===== src/rtl/bdpc_pkg.sv =====
// Shared types and constants for the button debounce / press classifier.
// Request and response payload structs, configuration struct, register indexes, defaults.
// No dependencies.
package bdpc_pkg;

  localparam int unsigned TimeWidthDefault = 32;
  localparam int unsigned CfgIdxWidth      = 2;
  localparam int unsigned CfgDataWidth     = 16;

  localparam logic [CfgIdxWidth-1:0] CFG_IDX_DEBOUNCE   = 2'd0;
  localparam logic [CfgIdxWidth-1:0] CFG_IDX_LONG       = 2'd1;
  localparam logic [CfgIdxWidth-1:0] CFG_IDX_EXTRA_LONG = 2'd2;
  localparam logic [CfgIdxWidth-1:0] CFG_IDX_LEVEL      = 2'd3;

  localparam logic [15:0] DEBOUNCE_MS_RST     = 16'd20;
  localparam logic [15:0] LONG_PRESS_MS_RST   = 16'd1000;
  localparam logic [15:0] XLONG_PRESS_MS_RST  = 16'd3000;
  localparam logic        PRESSED_LEVEL_RST   = 1'b1;

  typedef enum logic [1:0] {
    KIND_NONE       = 2'd0,
    KIND_SHORT      = 2'd1,
    KIND_LONG       = 2'd2,
    KIND_EXTRA_LONG = 2'd3
  } press_kind_e;

  typedef struct packed {
    logic        pin_level;
    logic [31:0] now_ms;
  } bdpc_req_t;

  typedef struct packed {
    logic        pressed;
    logic [1:0]  press_kind;
  } bdpc_rsp_t;

  typedef struct packed {
    logic [15:0] debounce_ms;
    logic [15:0] long_press_ms;
    logic [15:0] extra_long_press_ms;
    logic        pressed_level;
  } bdpc_cfg_t;

endpackage


===== src/rtl/bdpc_cfg_regs.sv =====
// Configuration register file for the press classifier.
// Uses bdpc_pkg for register indexes, reset values and the config struct.
module bdpc_cfg_regs
  import bdpc_pkg::*;
(
  input  logic                    clk_i,
  input  logic                    rst_ni,
  input  logic                    cfg_we_i,
  input  logic [CfgIdxWidth-1:0]  cfg_idx_i,
  input  logic [CfgDataWidth-1:0] cfg_wdata_i,
  output bdpc_cfg_t               cfg_o
);

  bdpc_cfg_t cfg_q, cfg_d;

  always_comb begin
    cfg_d = cfg_q;
    if (cfg_we_i) begin
      unique case (cfg_idx_i)
        CFG_IDX_DEBOUNCE:   cfg_d.debounce_ms         = cfg_wdata_i;
        CFG_IDX_LONG:       cfg_d.long_press_ms       = cfg_wdata_i;
        CFG_IDX_EXTRA_LONG: cfg_d.extra_long_press_ms = cfg_wdata_i;
        CFG_IDX_LEVEL:      cfg_d.pressed_level       = cfg_wdata_i[0];
        default:            cfg_d = cfg_q;
      endcase
    end
  end

  always_ff @(posedge clk_i or negedge rst_ni) begin
    if (!rst_ni) begin
      cfg_q.debounce_ms         <= DEBOUNCE_MS_RST;
      cfg_q.long_press_ms       <= LONG_PRESS_MS_RST;
      cfg_q.extra_long_press_ms <= XLONG_PRESS_MS_RST;
      cfg_q.pressed_level       <= PRESSED_LEVEL_RST;
    end else begin
      cfg_q <= cfg_d;
    end
  end

  assign cfg_o = cfg_q;

endmodule


===== src/rtl/bdpc_core.sv =====
// Debounce state machine and press-length classification for one request.
// Uses bdpc_pkg; state updates only on step_i, result is combinational.
module bdpc_core
  import bdpc_pkg::*;
#(
  parameter int unsigned TIME_WIDTH = TimeWidthDefault
) (
  input  logic      clk_i,
  input  logic      rst_ni,
  input  logic      step_i,
  input  bdpc_req_t req_i,
  input  bdpc_cfg_t cfg_i,
  output bdpc_rsp_t rsp_o
);

  logic                  acc_q, acc_d;
  logic                  prior_q, prior_d;
  logic                  in_deb_q, in_deb_d;
  logic [TIME_WIDTH-1:0] deb_start_q, deb_start_d;
  logic [TIME_WIDTH-1:0] press_start_q, press_start_d;

  logic                  flag;
  logic [TIME_WIDTH-1:0] now;
  logic [TIME_WIDTH-1:0] deb_elapsed;
  logic [TIME_WIDTH-1:0] held;
  press_kind_e           kind;

  assign flag        = (req_i.pin_level == cfg_i.pressed_level);
  assign now         = TIME_WIDTH'(req_i.now_ms);
  assign deb_elapsed = now - deb_start_q;
  assign held        = now - press_start_q;

  always_comb begin
    acc_d         = acc_q;
    prior_d       = prior_q;
    in_deb_d      = in_deb_q;
    deb_start_d   = deb_start_q;
    press_start_d = press_start_q;
    kind          = KIND_NONE;

    if ((flag != acc_q) && !in_deb_q) begin
      in_deb_d    = 1'b1;
      deb_start_d = now;
    end else if (in_deb_q && (deb_elapsed < TIME_WIDTH'(cfg_i.debounce_ms))) begin
      if (flag == acc_q) begin
        in_deb_d = 1'b0;
      end
    end else begin
      in_deb_d = 1'b0;
      prior_d  = acc_q;
      acc_d    = flag;
    end

    // edge persists while prior lags accepted
    if (acc_d && !prior_d) begin
      press_start_d = now;
    end else if (!acc_d && prior_d) begin
      if (held > TIME_WIDTH'(cfg_i.extra_long_press_ms)) begin
        kind = KIND_EXTRA_LONG;
      end else if (held > TIME_WIDTH'(cfg_i.long_press_ms)) begin
        kind = KIND_LONG;
      end else begin
        kind = KIND_SHORT;
      end
    end
  end

  always_ff @(posedge clk_i or negedge rst_ni) begin
    if (!rst_ni) begin
      acc_q         <= 1'b0;
      prior_q       <= 1'b0;
      in_deb_q      <= 1'b0;
      deb_start_q   <= '0;
      press_start_q <= '0;
    end else if (step_i) begin
      acc_q         <= acc_d;
      prior_q       <= prior_d;
      in_deb_q      <= in_deb_d;
      deb_start_q   <= deb_start_d;
      press_start_q <= press_start_d;
    end
  end

  assign rsp_o.pressed    = acc_d;
  assign rsp_o.press_kind = kind;

endmodule


===== src/rtl/button_debounce_press_classifier.sv =====
// Top level of the button debounce / press classifier.
// Depends on bdpc_pkg, bdpc_cfg_regs and bdpc_core.
//
// Usage:
//  - Request channel (in_valid_i/in_ready_o/in_data_i): one poll per request,
//    raw pin level plus a free-running millisecond timestamp.
//  - Response channel (out_valid_o/out_ready_i/out_data_o): exactly one
//    response per request, in order: debounced state and press kind
//    (none, short, long, extra long) reported on release.
//  - Config port (cfg_we_i/cfg_idx_i/cfg_wdata_i): single-cycle writes,
//    only while no request is in flight.
//  - Path: the input register loads at the accepting edge, the result
//    register loads from bdpc_core once it is free. Throughput: one request
//    per cycle while the receiver does not stall.
//  - Reset: state cleared to not pressed, no debounce window open,
//    registers back to their defaults, both pipeline stages empty.
//  - Receiver stall: the result register holds; the input register keeps
//    accepting until it is also full, then in_ready_o drops.
module button_debounce_press_classifier
  import bdpc_pkg::*;
#(
  parameter int unsigned TIME_WIDTH = TimeWidthDefault
) (
  input  logic                    clk_i,
  input  logic                    rst_ni,
  input  logic                    in_valid_i,
  output logic                    in_ready_o,
  input  bdpc_req_t               in_data_i,
  output logic                    out_valid_o,
  input  logic                    out_ready_i,
  output bdpc_rsp_t               out_data_o,
  input  logic                    cfg_we_i,
  input  logic [CfgIdxWidth-1:0]  cfg_idx_i,
  input  logic [CfgDataWidth-1:0] cfg_wdata_i
);

  bdpc_cfg_t cfg;
  bdpc_rsp_t rsp;

  logic      s1_valid_q;
  bdpc_req_t s1_data_q;
  logic      out_valid_q;
  bdpc_rsp_t out_data_q;

  logic out_free;
  logic step;

  assign out_free   = !out_valid_q || out_ready_i;
  assign step       = s1_valid_q && out_free;
  assign in_ready_o = !s1_valid_q || out_free;

  bdpc_cfg_regs u_cfg_regs (
    .clk_i       (clk_i),
    .rst_ni      (rst_ni),
    .cfg_we_i    (cfg_we_i),
    .cfg_idx_i   (cfg_idx_i),
    .cfg_wdata_i (cfg_wdata_i),
    .cfg_o       (cfg)
  );

  bdpc_core #(
    .TIME_WIDTH (TIME_WIDTH)
  ) u_core (
    .clk_i  (clk_i),
    .rst_ni (rst_ni),
    .step_i (step),
    .req_i  (s1_data_q),
    .cfg_i  (cfg),
    .rsp_o  (rsp)
  );

  always_ff @(posedge clk_i or negedge rst_ni) begin
    if (!rst_ni) begin
      s1_valid_q  <= 1'b0;
      out_valid_q <= 1'b0;
    end else begin
      if (in_ready_o) begin
        s1_valid_q <= in_valid_i;
      end
      if (out_free) begin
        out_valid_q <= s1_valid_q;
      end
    end
  end

  always_ff @(posedge clk_i) begin
    if (in_valid_i && in_ready_o) begin
      s1_data_q <= in_data_i;
    end
    if (step) begin
      out_data_q <= rsp;
    end
  end

  assign out_valid_o = out_valid_q;
  assign out_data_o  = out_data_q;

endmodule


===== config.mk =====
export PLATFORM = sky130hd
export DESIGN_NAME = button_debounce_press_classifier
export DESIGN_NICKNAME = d
export VERILOG_FILES = /design/src/rtl/bdpc_pkg.sv /design/src/rtl/bdpc_cfg_regs.sv /design/src/rtl/bdpc_core.sv /design/src/rtl/button_debounce_press_classifier.sv
export SDC_FILE = /design/constraint.sdc
export NUM_CORES = 1
export LEC_CHECK = 0
export ABC_AREA = 1
export BUFFER_PORTS_ARGS = -buffer_cell sky130_fd_sc_hd__buf_2
export CORE_MARGIN = 2
export CORE_UTILIZATION = 57
export DETAILED_ROUTE_END_ITERATION = 12
export GPL_TIMING_DRIVEN = 0
export HOLD_SLACK_MARGIN = 0.12
export PLACE_DENSITY = 0.78
export SLEW_MARGIN = 20
export SYNTH_ARGS = -nofsm -noshare
export SYNTH_HDL_FRONTEND = slang
export SYNTH_SLANG_ARGS = --single-unit

===== constraint.sdc =====
create_clock -name clk_i -period 3 [get_ports clk_i]
set_clock_uncertainty 0.15 [all_clocks]
set_input_delay 0.15 -clock clk_i [delete_from_list [all_inputs] [get_ports clk_i]]
set_output_delay 0.15 -clock clk_i [all_outputs]
set_load 0.005 [all_outputs]

==> results.yml <==
synth:
  synth_top_family_by_area: "simple AND/OR/NAND/NOR gates"
  synth-seq-cells: 154
  syn_inst: 1612
  yosysSeqAreaShare_pct: 35.6
  yosysUniqueCellTypes: 40
  yosys_most_used_dff: "dfrtp_1"
  syn_nets: 1779
  synth_xor_area_share_pct: 3.38
  ys_warn_count: 0
  synth_area_sq_um: 11400
  synth_edf_count: 36
  muxShareOfSynthArea_pct: 0
  synthAdderAreaFrac_pct: 12.3
  synthArstFlopShare_pct: 76.6
  avgSynthCellArea_sq_um: 7.07
  synth_compound_area_share_pct: 10.5
  yosys.area_share.simple_pct: 27.0
routing:
  vias_per_cell: 5.69
  wl_per_cell_um: 18.0
  drc: 0
  vias: 12000
  ant_nets: 0
  routed_wl_mm: 38.0
  drtIter0Drc: 1102
  first_pass_iters: 7
timing:
  tns_ns: -33.77
  timing.final.ws_setup_ns: -0.993
  setup_viol: 38
  fmax_mhz: 250
  finalHoldViolCount: 0
  finalCritPeriodShare_pct: 133
  drv_slew: 0
  rsz0062_at_grt: "true"
  slew_headroom_pct: 56.4
  min_period_ns: 3.99
  max_slew.worst_pin.slew_ns: 0.654
die:
  dieArea_sq_um: 21100
  die_x_um: 145
  die_h_um: 145
  io_pins: 61
  initial_core_util_pct: 58.4
  core-area_sq_um: 19500
  core.rowCount: 51
critical_path:
  cp_max_fo: 8
  path_buf_inv: 4
  critPathSlowestCell: "edfxtp_1"
  crit_arrival_ns: 4.15
  cpPeakStageDelay_ns: 0.42
  crit_family: "simple AND/OR/NAND/NOR gates"
  path_cells: "buf_6, ha_4, nand2_2, inv_1, nand2_1, nand2_2, inv_1, nand3_2, xor2_2, ha_1, nand2_2, nor2_2, a211oi_2, o221ai_2, a21oi_2, nand4_1, nand2_1, nand2_2, nand2_4, nand2_8, clkbuf_16, nand2_1, nand2_1"
  required_ns: 3.16
  worstSetupEndpointType: "flip-flop"
  start_kind: "flip-flop"
  critPathKind: "flip-flop to flip-flop"
clock_tree:
  cts_buffers: 17
  clkTransAtPathRegs_ns: 0.08
  clk_latency_ns: 0.43
  h-tree-depth: 4
  clk_path_buf_depth: 2
  cts_tree: "built"
  root_buffer: "clkbuf_16"
  cts_num_sinks: 154
layout:
  antennaDiodeCount: 0
  syn_to_final_growth_pct: 31.2
  drive_gt1_share_pct: 20.9
  finalNetCount: 2005
  fin_util_pct: 76.6
  final_common_cell: "nand2_1"
  mostFrequentLayoutCells: "nand2_1, inv_1, o21ai_0, dfrtp_1, nor2_1"
global_routing:
  grt_pass1_vias: 11600
  grt_max_degree: 70
  grt_pass1_wl_mm: 57.4
  grt_util_all_layers_pct: 34.1
  antenna_found_initial: 0
  overflow: 0
placed_design:
  place.gp.congestion: 0.951
  post-dp-hpwl_mm: 24.1
  portBuffers: 60
pwr:
  p_switching_w: 0.00790
  p_clk_share_pct: 13.8
  ir_worst_vdd_mv: 0.539
  leakage_nw: 7.58
  p_int_w: 0.00829
  p_comb_share_pct: 66.6
  p_seq_share_pct: 19.6
  p_per_area_nw_per_um2: 1080
  p_sw_share_pct: 48.8
run_status:
  status: "finished, violations left"
  violations: "setup timing"
run:
  drv_cap: 0
hold_path:
  worstHoldPathType: "input pin to flip-flop"
==> worst reg2reg max path, delay by kind of cell (launching register included) <==
kind                       cells  cell delay (ns)
DFF                            1             0.42
adders and majority gates      2             0.55
xor gates and xnor gates       1             0.21
AOI/OAI and AO/OA              3             0.62
buffers and inverters          4             0.49
and+or+nand+nor               13             1.43
==> per-stage QoR <==
stage / std cells / hold slack [ns] / setup WS [ns] / instance area [sq um] / power [W]
floorplan: 1612 / -0.296 / -0.149 / 11600 / 0.00928
global route: 2116 / 0.262 / -1.06 / 14900 / 0.0173
detailed placement: 1939 / -0.0252 / -1.04 / 12300 / 0.0113
CTS: 2088 / 0.269 / -0.608 / 14400 / 0.0148
global placement: 1937 / 0.177 / -0.834 / 12200 / 0.0110
finish: 2116 / 0.273 / -0.993 / 14900 / 0.0162
==> flip-flops by register name, indices dropped and copies added (netlist names) <==
signal,flops
u_cfg_regs.cfg_o,49
s1_data_q,33
u_core.deb_start_q,32
u_core.press_start_q,32
out_data_o,3
out_valid_o,1
s1_valid_q,1
u_core.acc_q,1
u_core.in_deb_q,1
u_core.prior_q,1
==> metal layers <==
| layer | wire length [um] | vias up | global-route usage (%) | share of wire [%] |
|---|---|---|---|---|
| li1 | - | 5533 | - | - |
| met1 | 14800 | 5659 | 43.4 | 39 |
| met2 | 18400 | 691 | 58.3 | 48 |
| met3 | 3170 | 163 | 5.96 | 8.3 |
| met4 | 1600 | 0 | 12.9 | 4.2 |
| met5 | 0 | - | 0 | 0 |
==> power groups by stage <==
stage / Clock, W / Combinational (W) / Sequential (W)
final: 0.00223 / 0.0108 / 0.00317
after global routing: 0.00230 / 0.0118 / 0.00322
after CTS: 0.00221 / 0.00945 / 0.00310
after detailed placement: 0 / 0.00816 / 0.00312
after global placement: 0 / 0.00788 / 0.00311
after floorplan: 0 / 0.00626 / 0.00302
==> worst paths after layout <==
kind | endpoint | slack (ns) | cells past startpoint | startpoint
max | u_core.press_start_q[9]$_DFFE_PN0P_ | -0.99 | 23 | s1_data_q[8]$_DFFE_PP_
min | s1_data_q[27]$_DFFE_PP_ | 0.27 | 2 | in_data_i[27]
max reg2reg | u_core.press_start_q[9]$_DFFE_PN0P_ | -0.99 | 23 | s1_data_q[8]$_DFFE_PP_
min reg2reg | u_cfg_regs.cfg_o[38]$_DFFE_PN0P_ | 0.34 | 2 | u_cfg_regs.cfg_o[38]$_DFFE_PN0P_
max in group asynchronous | u_core.deb_start_q[29]$_DFFE_PN0P_ | 1.52 | 4 | rst_ni
min in group asynchronous | u_cfg_regs.cfg_o[1]$_DFFE_PN0P_ | 0.55 | 3 | rst_ni
==> Yosys cell counts, drive strengths merged (4+ instances only) <==
master / count / area [sq um]
and2: 5 / 31.3
nand2: 516 / 1960
dfstp: 16 / 420
buf: 10 / 82.6
o21a: 4 / 30.0
nand3: 87 / 445
nor2: 107 / 433
dfrtp: 102 / 2550
edfxtp: 36 / 1080
clkbuf: 14 / 52.6
o21ai: 111 / 556
a21oi: 89 / 445
nor3: 9 / 45.0
xor2: 35 / 307
o21bai: 8 / 60.1
inv: 305 / 1140
nand4: 20 / 125
xnor2: 9 / 78.8
ha: 109 / 1360
==> kinds of logic after synthesis <==
family	count (synthesis)
AO/OA/AOI/OAI	225
XOR/XNOR	44
adder cells (fa/ha/maj)	111
buffers and inverters	329
flip-flops	154
AND/OR/NAND/NOR	749
==> cell type report <==
type | instances | area, sq um
sequential | 154 | 4050
timing repair buffer | 207 | 1670
clock buffer | 19 | 443
inverter | 305 | 1140
multi-input combinational | 1129 | 7010
buffer | 24 | 143
fill | 1320 | 4580
tap | 265 | 332
clock inverter | 13 | 146
==> timing repair <==
| item | 4_1_cts | 5_1_grt |
|---|---|---|
| hold buffers | 63 | 0 |
| pin swaps | 37 | 52 |
| buffers inserted | 52 | 27 |
| gates cloned | 2 | 1 |
| gates resized for setup | 111 | 84 |
| hold endpoints to repair | 201 | 0 |
| endpoints found under the setup margin | 38 | 38 |
Note: power is estimated with default switching activity, not from simulation.
